[src/rtl/dnlw_pkg.sv]
// ----------------------------------------------------------------------------
// dnlw_pkg
// Shared types, codes and result builders for the dns name label walker.
// ----------------------------------------------------------------------------
`default_nettype none

package dnlw_pkg;

    localparam int DEF_MSG_BYTES  = 512;
    localparam int DEF_MAX_LABELS = 32;
    localparam int DEF_MAX_HOPS   = 16;

    // walk position, pointer target and adder result widths
    localparam int POS_W = 10;
    localparam int TGT_W = 14;
    localparam int SUM_W = 15;

    localparam logic [7:0] PTR_TAG     = 8'hc0;
    localparam logic [7:0] PTR_HI_MASK = 8'h3f;

    typedef enum logic [0:0] {
        OP_LOAD  = 1'b0,
        OP_PARSE = 1'b1
    } opcode_t;

    typedef enum logic [1:0] {
        KIND_LABEL = 2'd0,
        KIND_DONE  = 2'd1,
        KIND_ERROR = 2'd2
    } kind_t;

    typedef enum logic [1:0] {
        ERR_NONE    = 2'd0,
        ERR_BAD_PTR = 2'd1,
        ERR_TRUNC   = 2'd2,
        ERR_LIMIT   = 2'd3
    } err_t;

    typedef enum logic [2:0] {
        ST_IDLE,
        ST_LEN_CHK,
        ST_LEN_RD,
        ST_PTR_CHK,
        ST_PTR_RD,
        ST_TGT_CHK,
        ST_LBL_CHK
    } state_t;

    typedef struct packed {
        opcode_t      opcode;
        logic [8:0]   offset;
        logic [7:0]   data_byte;
        logic [9:0]   msg_end;
    } in_item_t;

    typedef struct packed {
        kind_t        kind;
        logic [8:0]   label_offset;
        logic [7:0]   label_len;
        logic [9:0]   next_offset;
        err_t         error_code;
        logic         last;
    } out_item_t;

    typedef struct packed {
        logic [TGT_W-1:0] a;
        logic [7:0]       b;
        logic [POS_W-1:0] lim;
    } alu_req_t;

    typedef struct packed {
        logic [SUM_W-1:0] sum;
        logic             ge;
        logic             gt;
    } alu_rsp_t;

    function automatic out_item_t make_label(input logic [8:0] loff, input logic [7:0] len);
        out_item_t r;
        r.kind         = KIND_LABEL;
        r.label_offset = loff;
        r.label_len    = len;
        r.next_offset  = '0;
        r.error_code   = ERR_NONE;
        r.last         = 1'b0;
        return r;
    endfunction

    function automatic out_item_t make_done(input logic [POS_W-1:0] nxt);
        out_item_t r;
        r.kind         = KIND_DONE;
        r.label_offset = '0;
        r.label_len    = '0;
        r.next_offset  = nxt;
        r.error_code   = ERR_NONE;
        r.last         = 1'b1;
        return r;
    endfunction

    function automatic out_item_t make_error(input err_t code);
        out_item_t r;
        r.kind         = KIND_ERROR;
        r.label_offset = '0;
        r.label_len    = '0;
        r.next_offset  = '0;
        r.error_code   = code;
        r.last         = 1'b1;
        return r;
    endfunction

endpackage

`default_nettype wire

[src/rtl/dnlw_in_if.sv]
// ----------------------------------------------------------------------------
// dnlw_in_if
// Valid/ready channel carrying load and parse transactions.
// ----------------------------------------------------------------------------
`default_nettype none

interface dnlw_in_if
    import dnlw_pkg::*;
();
    logic     valid;
    logic     ready;
    in_item_t payload;

    modport source (output valid, output payload, input ready);
    modport sink   (input valid, input payload, output ready);
endinterface

`default_nettype wire

[src/rtl/dnlw_out_if.sv]
// ----------------------------------------------------------------------------
// dnlw_out_if
// Valid/ready channel carrying label, completion and error transactions.
// ----------------------------------------------------------------------------
`default_nettype none

interface dnlw_out_if
    import dnlw_pkg::*;
();
    logic      valid;
    logic      ready;
    out_item_t payload;

    modport source (output valid, output payload, input ready);
    modport sink   (input valid, input payload, output ready);
endinterface

`default_nettype wire

[src/rtl/dnlw_ram.sv]
// ----------------------------------------------------------------------------
// dnlw_ram
// Generic single-port RAM with registered read data.
// ----------------------------------------------------------------------------
`default_nettype none

module dnlw_ram #(
    parameter int WIDTH = 8,
    parameter int DEPTH = 512,
    localparam int AW   = $clog2(DEPTH)
) (
    input  wire logic             clk,
    input  wire logic             we,
    input  wire logic [AW-1:0]    addr,
    input  wire logic [WIDTH-1:0] wdata,
    output logic      [WIDTH-1:0] rdata
);

    logic [WIDTH-1:0] mem_reg [DEPTH];
    logic [WIDTH-1:0] rdata_reg;

    always_ff @(posedge clk)
    begin
        if (we)
        begin
            mem_reg[addr] <= wdata;
        end
        rdata_reg <= mem_reg[addr];
    end

    assign rdata = rdata_reg;

endmodule

`default_nettype wire

[src/rtl/dnlw_alu.sv]
// ----------------------------------------------------------------------------
// dnlw_alu
// Shared adder and end-of-message comparator used by every walk step.
// ----------------------------------------------------------------------------
`default_nettype none

module dnlw_alu
    import dnlw_pkg::*;
(
    input  wire alu_req_t req,
    output alu_rsp_t      rsp
);

    logic [SUM_W-1:0] sum;
    logic [SUM_W-1:0] lim_ext;

    assign sum     = SUM_W'(req.a) + SUM_W'(req.b);
    assign lim_ext = SUM_W'(req.lim);

    assign rsp.sum = sum;
    assign rsp.ge  = (sum >= lim_ext);
    assign rsp.gt  = (sum > lim_ext);

endmodule

`default_nettype wire

[src/rtl/dnlw_walker.sv]
// ----------------------------------------------------------------------------
// dnlw_walker
// Sequencer that loads the message store and walks labels and pointers.
// ----------------------------------------------------------------------------
`default_nettype none

module dnlw_walker
    import dnlw_pkg::*;
#(
    parameter int MSG_BYTES  = DEF_MSG_BYTES,
    parameter int MAX_LABELS = DEF_MAX_LABELS,
    parameter int MAX_HOPS   = DEF_MAX_HOPS,
    localparam int ADDR_W    = $clog2(MSG_BYTES)
) (
    input  wire logic              clk,
    input  wire logic              rst_n,
    input  wire logic              in_valid,
    output logic                   in_ready,
    input  wire in_item_t          in_data,
    output logic                   out_valid,
    input  wire logic              out_ready,
    output out_item_t              out_data,
    output logic                   ram_we,
    output logic      [ADDR_W-1:0] ram_addr,
    output logic      [7:0]        ram_wdata,
    input  wire logic [7:0]        ram_rdata,
    output alu_req_t               alu_req,
    input  wire alu_rsp_t          alu_rsp
);

    localparam int LBL_W = $clog2(MAX_LABELS + 1);
    localparam int HOP_W = $clog2(MAX_HOPS + 1);

    state_t           state_reg, state_next;
    logic [POS_W-1:0] pos_reg, pos_next;
    logic [POS_W-1:0] end_reg, end_next;
    logic [TGT_W-1:0] tgt_reg, tgt_next;
    logic [7:0]       size_reg, size_next;
    logic [5:0]       hi_reg, hi_next;
    logic [POS_W-1:0] resume_reg, resume_next;
    logic             resumed_reg, resumed_next;
    logic [LBL_W-1:0] labels_reg, labels_next;
    logic [HOP_W-1:0] hops_reg, hops_next;
    logic             out_valid_reg, out_valid_next;
    out_item_t        out_reg, out_next;

    logic             out_free;
    logic             emit;
    out_item_t        emit_item;
    logic [POS_W-1:0] sum_pos;

    always_ff @(posedge clk or negedge rst_n)
    begin
        if (!rst_n)
        begin
            state_reg     <= ST_IDLE;
            out_valid_reg <= 1'b0;
            resumed_reg   <= 1'b0;
            labels_reg    <= '0;
            hops_reg      <= '0;
        end
        else
        begin
            state_reg     <= state_next;
            out_valid_reg <= out_valid_next;
            resumed_reg   <= resumed_next;
            labels_reg    <= labels_next;
            hops_reg      <= hops_next;
        end
    end

    always_ff @(posedge clk)
    begin
        pos_reg    <= pos_next;
        end_reg    <= end_next;
        tgt_reg    <= tgt_next;
        size_reg   <= size_next;
        hi_reg     <= hi_next;
        resume_reg <= resume_next;
        out_reg    <= out_next;
    end

    assign out_free = !out_valid_reg || out_ready;
    assign sum_pos  = POS_W'(alu_rsp.sum);

    always_comb
    begin
        state_next   = state_reg;
        pos_next     = pos_reg;
        end_next     = end_reg;
        tgt_next     = tgt_reg;
        size_next    = size_reg;
        hi_next      = hi_reg;
        resume_next  = resume_reg;
        resumed_next = resumed_reg;
        labels_next  = labels_reg;
        hops_next    = hops_reg;
        in_ready     = 1'b0;
        ram_we       = 1'b0;
        ram_addr     = ADDR_W'(pos_reg);
        ram_wdata    = in_data.data_byte;
        alu_req.a    = TGT_W'(pos_reg);
        alu_req.b    = 8'd0;
        alu_req.lim  = end_reg;
        emit         = 1'b0;
        emit_item    = make_error(ERR_NONE);

        unique case (state_reg)
            ST_IDLE:
            begin
                in_ready = 1'b1;
                if (in_valid)
                begin
                    if (in_data.opcode == OP_LOAD)
                    begin
                        ram_we   = (32'(in_data.offset) < MSG_BYTES);
                        ram_addr = ADDR_W'(in_data.offset);
                    end
                    else
                    begin
                        pos_next     = POS_W'(in_data.offset);
                        end_next     = (32'(in_data.msg_end) > MSG_BYTES) ?
                                       POS_W'(MSG_BYTES) : in_data.msg_end;
                        resumed_next = 1'b0;
                        labels_next  = '0;
                        hops_next    = '0;
                        state_next   = ST_LEN_CHK;
                    end
                end
            end

            ST_LEN_CHK:
            begin
                // read of the length byte is issued here
                if (alu_rsp.ge)
                begin
                    if (out_free)
                    begin
                        emit       = 1'b1;
                        emit_item  = make_error(ERR_TRUNC);
                        state_next = ST_IDLE;
                    end
                end
                else
                begin
                    state_next = ST_LEN_RD;
                end
            end

            ST_LEN_RD:
            begin
                alu_req.b = 8'd1;
                if (ram_rdata == 8'd0)
                begin
                    if (out_free)
                    begin
                        emit       = 1'b1;
                        emit_item  = make_done(resumed_reg ? resume_reg : sum_pos);
                        state_next = ST_IDLE;
                    end
                end
                else if ((ram_rdata & PTR_TAG) == PTR_TAG)
                begin
                    hi_next    = 6'(ram_rdata & PTR_HI_MASK);
                    pos_next   = sum_pos;
                    state_next = ST_PTR_CHK;
                end
                else
                begin
                    size_next  = ram_rdata;
                    pos_next   = sum_pos;
                    state_next = ST_LBL_CHK;
                end
            end

            ST_PTR_CHK:
            begin
                if (alu_rsp.ge)
                begin
                    if (out_free)
                    begin
                        emit       = 1'b1;
                        emit_item  = make_error(ERR_TRUNC);
                        state_next = ST_IDLE;
                    end
                end
                else
                begin
                    state_next = ST_PTR_RD;
                end
            end

            ST_PTR_RD:
            begin
                alu_req.b  = 8'd1;
                tgt_next   = {hi_reg, ram_rdata};
                pos_next   = sum_pos;
                // resume point is fixed by the first pointer only
                if (!resumed_reg)
                begin
                    resume_next  = sum_pos;
                    resumed_next = 1'b1;
                end
                state_next = ST_TGT_CHK;
            end

            ST_TGT_CHK:
            begin
                alu_req.a = tgt_reg;
                if (alu_rsp.ge || (hops_reg == HOP_W'(MAX_HOPS)))
                begin
                    if (out_free)
                    begin
                        emit       = 1'b1;
                        emit_item  = make_error(alu_rsp.ge ? ERR_BAD_PTR : ERR_LIMIT);
                        state_next = ST_IDLE;
                    end
                end
                else
                begin
                    hops_next  = hops_reg + HOP_W'(1);
                    pos_next   = POS_W'(tgt_reg);
                    state_next = ST_LEN_CHK;
                end
            end

            ST_LBL_CHK:
            begin
                alu_req.b = size_reg;
                if (out_free)
                begin
                    emit = 1'b1;
                    if (alu_rsp.gt)
                    begin
                        emit_item  = make_error(ERR_TRUNC);
                        state_next = ST_IDLE;
                    end
                    else if (labels_reg == LBL_W'(MAX_LABELS))
                    begin
                        emit_item  = make_error(ERR_LIMIT);
                        state_next = ST_IDLE;
                    end
                    else
                    begin
                        emit_item   = make_label(9'(pos_reg), size_reg);
                        pos_next    = sum_pos;
                        labels_next = labels_reg + LBL_W'(1);
                        state_next  = ST_LEN_CHK;
                    end
                end
            end

            default:
            begin
                state_next = ST_IDLE;
            end
        endcase

        out_valid_next = out_valid_reg && !out_ready;
        out_next       = out_reg;
        if (emit)
        begin
            out_valid_next = 1'b1;
            out_next       = emit_item;
        end
    end

    assign out_valid = out_valid_reg;
    assign out_data  = out_reg;

endmodule

`default_nettype wire

[src/rtl/dns_name_label_walker.sv]
// load: one byte per cycle while no parse is in progress, the block is ready again the next cycle
// parse: a bound check and a read per length byte, a bound check per label, and a bound check,
//   a read and a target check per pointer hop, then a return to idle before the next transaction;
//   the steps share the one adder/comparator and the single read port of the message store
// one result register decouples the output; a full register stalls the walk
// rst_n clears the sequencer and the output valid; the store is not cleared
// ----------------------------------------------------------------------------
// dns_name_label_walker
// Walks length-prefixed dns name labels with compression pointers.
// ----------------------------------------------------------------------------
`default_nettype none

module dns_name_label_walker
    import dnlw_pkg::*;
#(
    parameter int MSG_BYTES  = DEF_MSG_BYTES,
    parameter int MAX_LABELS = DEF_MAX_LABELS,
    parameter int MAX_HOPS   = DEF_MAX_HOPS
) (
    input  wire logic  clk,
    input  wire logic  rst_n,
    dnlw_in_if.sink    in_ch,
    dnlw_out_if.source out_ch
);

    localparam int ADDR_W = $clog2(MSG_BYTES);

    logic              ram_we;
    logic [ADDR_W-1:0] ram_addr;
    logic [7:0]        ram_wdata;
    logic [7:0]        ram_rdata;
    alu_req_t          alu_req;
    alu_rsp_t          alu_rsp;

    dnlw_walker #(
        .MSG_BYTES  (MSG_BYTES),
        .MAX_LABELS (MAX_LABELS),
        .MAX_HOPS   (MAX_HOPS)
    ) u_walker (
        .clk       (clk),
        .rst_n     (rst_n),
        .in_valid  (in_ch.valid),
        .in_ready  (in_ch.ready),
        .in_data   (in_ch.payload),
        .out_valid (out_ch.valid),
        .out_ready (out_ch.ready),
        .out_data  (out_ch.payload),
        .ram_we    (ram_we),
        .ram_addr  (ram_addr),
        .ram_wdata (ram_wdata),
        .ram_rdata (ram_rdata),
        .alu_req   (alu_req),
        .alu_rsp   (alu_rsp)
    );

    dnlw_ram #(
        .WIDTH (8),
        .DEPTH (MSG_BYTES)
    ) u_store (
        .clk   (clk),
        .we    (ram_we),
        .addr  (ram_addr),
        .wdata (ram_wdata),
        .rdata (ram_rdata)
    );

    dnlw_alu u_alu (
        .req (alu_req),
        .rsp (alu_rsp)
    );

    // only label results leave last low
    a_last_kind: assert property (@(posedge clk) disable iff (!rst_n)
        out_ch.valid |-> (out_ch.payload.last == (out_ch.payload.kind != KIND_LABEL)))
        else $error("last flag does not match result kind");

    // error results always carry a cause, other results never do
    a_err_code: assert property (@(posedge clk) disable iff (!rst_n)
        out_ch.valid |->
            ((out_ch.payload.kind == KIND_ERROR) == (out_ch.payload.error_code != ERR_NONE)))
        else $error("error code does not match result kind");

    // a parse transaction occupies the walker for at least the next cycle
    a_parse_busy: assert property (@(posedge clk) disable iff (!rst_n)
        (in_ch.valid && in_ch.ready && (in_ch.payload.opcode == OP_PARSE)) |=> !in_ch.ready)
        else $error("input accepted right after a parse");

endmodule

`default_nettype wire

[src/flat_wrapper.sv]
// flat-port wrapper written by rule: the top's interface ports become plain ports
module dns_name_label_walker_flat import dnlw_pkg::*;
#(
    parameter int MSG_BYTES  = DEF_MSG_BYTES,
    parameter int MAX_LABELS = DEF_MAX_LABELS,
    parameter int MAX_HOPS   = DEF_MAX_HOPS
)
  (clk, rst_n, in_ch_valid, in_ch_payload, in_ch_ready, out_ch_valid, out_ch_payload, out_ch_ready);
  dnlw_in_if in_ch_i ();
  dnlw_out_if out_ch_i ();
  input  wire logic clk;
  input  wire logic rst_n;
  input wire logic [$bits(in_ch_i.valid)-1:0] in_ch_valid;
  input wire logic [$bits(in_ch_i.payload)-1:0] in_ch_payload;
  output wire logic [$bits(in_ch_i.ready)-1:0] in_ch_ready;
  output wire logic [$bits(out_ch_i.valid)-1:0] out_ch_valid;
  output wire logic [$bits(out_ch_i.payload)-1:0] out_ch_payload;
  input wire logic [$bits(out_ch_i.ready)-1:0] out_ch_ready;
  assign in_ch_i.valid = in_ch_valid;
  assign in_ch_i.payload = in_ch_payload;
  assign in_ch_ready = in_ch_i.ready;
  assign out_ch_valid = out_ch_i.valid;
  assign out_ch_payload = out_ch_i.payload;
  assign out_ch_i.ready = out_ch_ready;
  dns_name_label_walker #(.MSG_BYTES(MSG_BYTES), .MAX_LABELS(MAX_LABELS), .MAX_HOPS(MAX_HOPS)) u_core (.clk(clk), .rst_n(rst_n), .in_ch(in_ch_i), .out_ch(out_ch_i));
endmodule
[config.mk]
export PLATFORM = sky130hd
export DESIGN_NAME = dns_name_label_walker_flat
export DESIGN_NICKNAME = d
export VERILOG_FILES = /design/src/rtl/dnlw_pkg.sv /design/src/rtl/dnlw_in_if.sv /design/src/rtl/dnlw_out_if.sv /design/src/rtl/dnlw_ram.sv /design/src/rtl/dnlw_alu.sv /design/src/rtl/dnlw_walker.sv /design/src/rtl/dns_name_label_walker.sv /design/src/flat_wrapper.sv
export SDC_FILE = /design/constraint.sdc
export NUM_CORES = 2
export LEC_CHECK = 0
export CORE_MARGIN = 1.5
export CORE_UTILIZATION = 47
export CTS_CLUSTER_SIZE = 24
export DETAILED_ROUTE_END_ITERATION = 12
export DONT_BUFFER_PORTS = 1
export HOLD_SLACK_MARGIN = 0.15
export PLACE_DENSITY = 0.72
export SETUP_SLACK_MARGIN = 0.1
export SYNTH_ARGS = -nofsm -noshare
export SYNTH_HDL_FRONTEND = slang
export SYNTH_HIERARCHICAL = 1
export SYNTH_SLANG_ARGS = --single-unit
[constraint.sdc]
create_clock -name clk -period 8.4 [get_ports clk]
set_clock_uncertainty 0.15 [all_clocks]
set_input_delay 1.68 -clock clk [delete_from_list [all_inputs] [get_ports clk]]
set_output_delay 1.68 -clock clk [all_outputs]
set_load 0.005 [all_outputs]
== Word-level counts from Yosys, hierarchy flattened ==
Memories as Yosys holds them, arrays and structs flattened. A register that Yosys moved wholly into a read port is not among the register bits.
Index checks and enable logic that the tools add are counted.

* ROM bits: 0
* RAM bits: 4,096
* Word-level logic and storage cells: 125
* Bits of input ports: 32
* Output and inout bits: 34
* Bits in registers: 106
* Memories kept: 1
* Bits in latches: 0

{| class="wikitable"
|+ Memories
! memory !! depth !! width !! rd ports !! clocked after memory_dff !! wr ports !! line !! source
|-
| u_core.u_store.mem_reg || 512 || 8 || 1 || 1 || 1 || dnlw_ram.sv:19 || <nowiki>logic [WIDTH-1:0] mem_reg [DEPTH];</nowiki>
|}

* Add/subtract/negate cells: 3
* Bitwise operators: 2
* $lt $le $gt $ge: 3
* Multiplexer cells: 62
* $mul: 0
* Divide/modulo/power cells: 0
* Equality and inequality tests: 16
* Reductions and logical operators: 21
* Shifts and indexed selects: 0

{| class="wikitable"
|+ Operators with widths
! cell !! count
|-
| $mux W32 || 6
|-
| $pmux W32 S4 || 1
|-
| $mux W10 || 8
|-
| $pmux W10 S5 || 1
|-
| $mux W3 || 12
|-
| $mux W6 || 5
|-
| $mux W9 || 3
|-
| $pmux W3 S7 || 1
|-
| $pmux W8 S2 || 1
|-
| $add A14 B8 Y15 || 1
|-
| $ge A15 B10 Y1 || 1
|-
| $gt A15 B10 Y1 || 1
|-
| $mux W1 || 15
|-
| $mux W5 || 3
|-
| $reduce_and A3 Y1 || 5
|-
| $mux W14 || 1
|-
| $ne A2 B2 Y1 const B || 7
|-
| $pmux W6 S2 || 1
|-
| $gt A10 B10 Y1 const B || 1
|-
| $pmux W5 S2 || 1
|-
| $eq A3 B3 Y1 const B || 3
|-
| $logic_not A8 Y1 || 1
|-
| $reduce_and A8 Y1 || 1
|-
| $add A6 B1 Y6 const B || 1
|-
| other kinds (19) || 26
|}

== Depth between registers and ports, before layout ==
* Depth in word-level cells: 9
* Depth in mapped cells: 24
* Depth with buffers taken out: 21

== By module ==
The synthesis kept the hierarchy.

{| class="wikitable"
|+ By module, submodules not included
! module !! seq. area each (µm²) !! area each (µm²) !! cells each !! times used
|-
| dnlw_ram || 123,158.1 || 158,359.4 || 7,575 || 1
|-
| dnlw_walker || 3,103.0 || 4,865.9 || 388 || 1
|-
| dnlw_alu || 0.0 || 739.5 || 101 || 1
|}

== Worst setup path before layout ==
Ideal clock, no wire load.

* Path kind: register to register
* Start: reg u_core.u_walker.state_reg[1]
* End: reg u_core.u_walker.out_reg, in the netlist u_core/u_walker/out_data[0] (enable)
* Arrival time: 5.426 ns
* Setup slack: 2.392 ns
* Period minus slack after synthesis: 6.008 ns
* Setup time: 0.432 ns
* Buffers on the path: 3
* Data required time: 7.818 ns
* Stages on the path, launching flop included: 21
* Cell sequence: dfrtp_1 > buf_2 > nor2_1 > nor2_1 > clkbuf_1 > o21a_1 > ha_1 > fa_1 > a211oi_2 > nor2_1 > o41ai_4 > xnor2_1 > ha_1 > nand3_1 > nor4_1 > nor2_1 > nand4_1 > clkbuf_1 > a21o_1 > nand3_1 > a21oi_1

{| class="wikitable"
|+ RTL lines
! what !! line !! source
|-
| start: declaration || dnlw_walker.sv:34 || <nowiki>state_t state_reg, state_next;</nowiki>
|-
| start signal: assignment || dnlw_walker.sv:64 || <nowiki>state_reg <= state_next;</nowiki>
|-
| end signal: assignment || dnlw_walker.sv:80 || <nowiki>out_reg <= out_next;</nowiki>
|-
| end: declaration || dnlw_walker.sv:45 || <nowiki>out_item_t out_reg, out_next;</nowiki>
|}

== Worst setup path after layout ==
* Start: reg u_core.u_walker.state_reg[0]
* End: reg u_core.u_store.rdata_reg[2] (netlist: u_core/u_store/rdata[2]) (read register of u_core.u_store.mem_reg)

* Longest elaborated chain between the ends: 2

{| class="wikitable"
|+ RTL lines
! what !! line !! source
|-
| $logic_not A3 Y1 || dnlw_walker.sv:108 || <nowiki>unique case (state_reg)</nowiki>
|-
| $mux W9 || dnlw_walker.sv:108 ||
|-
| net u_core.ram_addr[1] || dns_name_label_walker.sv:29 || <nowiki>logic [ADDR_W-1:0] ram_addr;</nowiki>
|-
| end: declaration || dnlw_ram.sv:20 || <nowiki>logic [WIDTH-1:0] rdata_reg;</nowiki>
|}

The timed path passes the listed nets, and every way through them passes these cells.
A chain may end at the register's enable or synchronous reset.

==> qor.csv <==
metric;value;unit
worstPathArrival;8.40;ns
cell_with_the_largest_stage_delay_on_the_worst_path;sky130_fd_sc_hd__mux2_8;
cts_inserted_buffers;394;
dp_hpwl;255000;µm
power_switching_share;31.5;%
start_util;47.3;%
antenna_violating_nets_post_route;0;
min_path_cells;0;
timing.hold.worst.class;flop to flop;
violations;capacitance limit, slew limit;
buffer_ports.inserted;0;
cts_resized;0;
final_design_area_no_fill;182000;µm²
core_area;347000;µm²
post_synth_inst_count;8056;
grt_util_met3;5.44;%
clock_sinks;4210;
place_congestion;0.913;
layout-drive-gt1-share;19.7;%
power.leakage;56.4;nW
grt_remaining_overflow;0;
die-width;594;µm
max-cap-violations;1;
critical_path_peak_fanout;63;
via_count;84900;
worst_slew_pin_slew;1.87;ns
htreeDepth;5;
die-height;594;µm
worst_setup_slack_after_placement;0.158;ns
maxClockFrequency;0.128;GHz
grt_util_met1;33.4;%
synth_area_per_inst;20.3;µm²
ys.warnings.count;6;
final-setup-viol-count;0;
p_int;39.7;mW
grt_setup_unrepaired;no;
grt_max_degree;513;
areaGrowthSynthToFinish;11.0;%
timing.final.max_slew_violations;457;
sort_of_element_at_the_end_of_the_critical_path;flop;
grt_antenna_before_repair;11;
cts_tree;done;
type_of_the_setup_path_with_the_least_slack;flop to flop;
critical-path-top-delay-family;simple AND/OR/NAND/NOR gates;
routedWlPerCell;33.2;µm
grt_util_all_layers;24.1;%
postSynthNetCount;8111;
cts_max_path_buffers;4;
power.share.clock;30.4;%
flip_flop_count_of_the_largest_register_all_copies_and_words_added;4096;
switching_power;18.3;mW
average_via_count_per_standard_cell;6.52;
die-area;352000;µm²
path_buf_inv;3;
postCtsSetupRepairBufs;0;
power_density;319;nW/µm²
totalNegativeSetupSlack;0;ns
crit_start;u_core/u_walker/state_reg[0]$_DFFE_PN0P_;
critPathMaxStageDelay;1.04;ns
power.combinational.fraction;28.8;%
firstDrtPassIters;8;
detail_route.wirelength;433000;µm
grt_pass1_wl;615000;µm
post-route-worst-setup-slack;0.570;ns
count_of_final_hold_check_violations;0;
timing.slew.headroom;-24.8;%
grt_pass1_vias;82700;
grt_most_used_layer;met2;
worst_ir_drop_vdd;0.342;mV
nFillCells;25900;
clock_latency;0.94;ns
seq_power_share;40.8;%
critical_path.reg2reg.startpoint;u_core/u_walker/state_reg[0]$_DFFE_PN0P_;
synthesized_area;164000;µm²
timing.final.crit_share;93.2;%
drcViolationCount;0;
register_area;126000;µm²
use_met2;37.0;%
design_power_total;58.0;mW
multi_input_area;35300;µm²
detailed_place.area;169000;µm²
finalNetCount;8177;
worstPathCellList;nor3_2 > nand3b_1 > mux2_8 > buf_12 > buf_12 > buf_4 > mux4_2 > mux2i_1 > o22ai_1 > nor3_1 > o211ai_1 > nor3_1 > nand4_1;
path_clk_slew;0.06;ns
critPathRequiredTime;8.97;ns
drt_first_iter_violations;13200;
setup.worst_path.start_class;flop;
clockRootBuffer;sky130_fd_sc_hd__clkbuf_16;
placementRows;216;
rrSetupSlack;0.57;ns
i_o_pin_count;66;
cts_hold_buf;0;
run_status;finished with violations;
finalCriticalPeriod;7.83;ns
cell_depth_of_the_worst_flop_to_flop_path;13;
crit_end;u_core/u_store/rdata[2]$_DFF_P_;
r2r-end;u_core/u_store/rdata[2]$_DFF_P_;
logic_depth_of_the_worst_path_buffers_included;13;
==> how the worst min path moves through the flow <==
stage | slack [ns] | start | endpoint
3_3_place_gp | 0.25 | u_core/u_walker/hi_reg[3]$_DFFE_PP_ | u_core/u_walker/tgt_reg[11]$_DFFE_PP_
3_5_place_dp | 0.26 | u_core/u_walker/hi_reg[0]$_DFFE_PP_ | u_core/u_walker/tgt_reg[8]$_DFFE_PP_
5_1_grt | 0.27 | rst_n | u_core/u_walker/labels_reg[1]$_DFFE_PN0P_
2_1_floorplan | 0.25 | u_core/u_walker/hi_reg[2]$_DFFE_PP_ | u_core/u_walker/tgt_reg[10]$_DFFE_PP_
6_report | 0.27 | u_core/u_walker/hi_reg[5]$_DFFE_PP_ | u_core/u_walker/tgt_reg[13]$_DFFE_PP_
4_1_cts | 0.25 | rst_n | u_core/u_walker/labels_reg[1]$_DFFE_PN0P_
==> layout make-up <==
type | instances | share of cell area (%)
repair buffers | 180 | 1.05
inverters | 30 | 0.0646
clock buffers | 472 | 5.66
multi-input cells | 3306 | 19.4
diodes | 9 | 0.0124
flip-flops and latches | 4210 | 69.4
well taps | 4578 | 3.15
clock inverters | 242 | 1.30
==> per-layer routing <==
metal  vias up  part of all wire (%)
met4         4                   4.9
met1     44500                    37
li1      33600                     -
met2      5843                    46
met3       945                    12
met5         -                0.0051
==> stage by stage <==
stage	instances	util, %	hold WS (ns)
after floorplan	8056	-	0.250
after CTS	13000	52.4	0.246
after detailed placement	12300	48.7	0.256
final	13000	52.5	0.271
after global routing	13000	52.5	0.273
after global placement	12300	48.7	0.252
==> cells in the final DEF (no fill, tap or decap), types with 87 or more instances in the layout <==
| master | instances |
|---|---|
| sky130_fd_sc_hd__a221oi_1 | 93 |
| sky130_fd_sc_hd__nor2_1 | 560 |
| sky130_fd_sc_hd__nand2_1 | 192 |
| sky130_fd_sc_hd__o22ai_1 | 118 |
| sky130_fd_sc_hd__mux2i_1 | 438 |
| sky130_fd_sc_hd__clkbuf_16 | 401 |
| sky130_fd_sc_hd__buf_4 | 143 |
| sky130_fd_sc_hd__edfxtp_1 | 4186 |
| sky130_fd_sc_hd__mux4_2 | 816 |
| sky130_fd_sc_hd__a21oi_1 | 87 |
| sky130_fd_sc_hd__a22oi_1 | 191 |
==> power groups by stage <==
stage	logic [mW]	clock network (mW)	registers [mW]
after global placement	16.0	0	24.1
after CTS	16.2	17.8	23.6
final	16.7	17.7	23.6
after detailed placement	16.1	0	24.1
after floorplan	10.8	0	23.9
after global routing	17.1	18.6	23.6
Power figures use the tool's default switching activity.
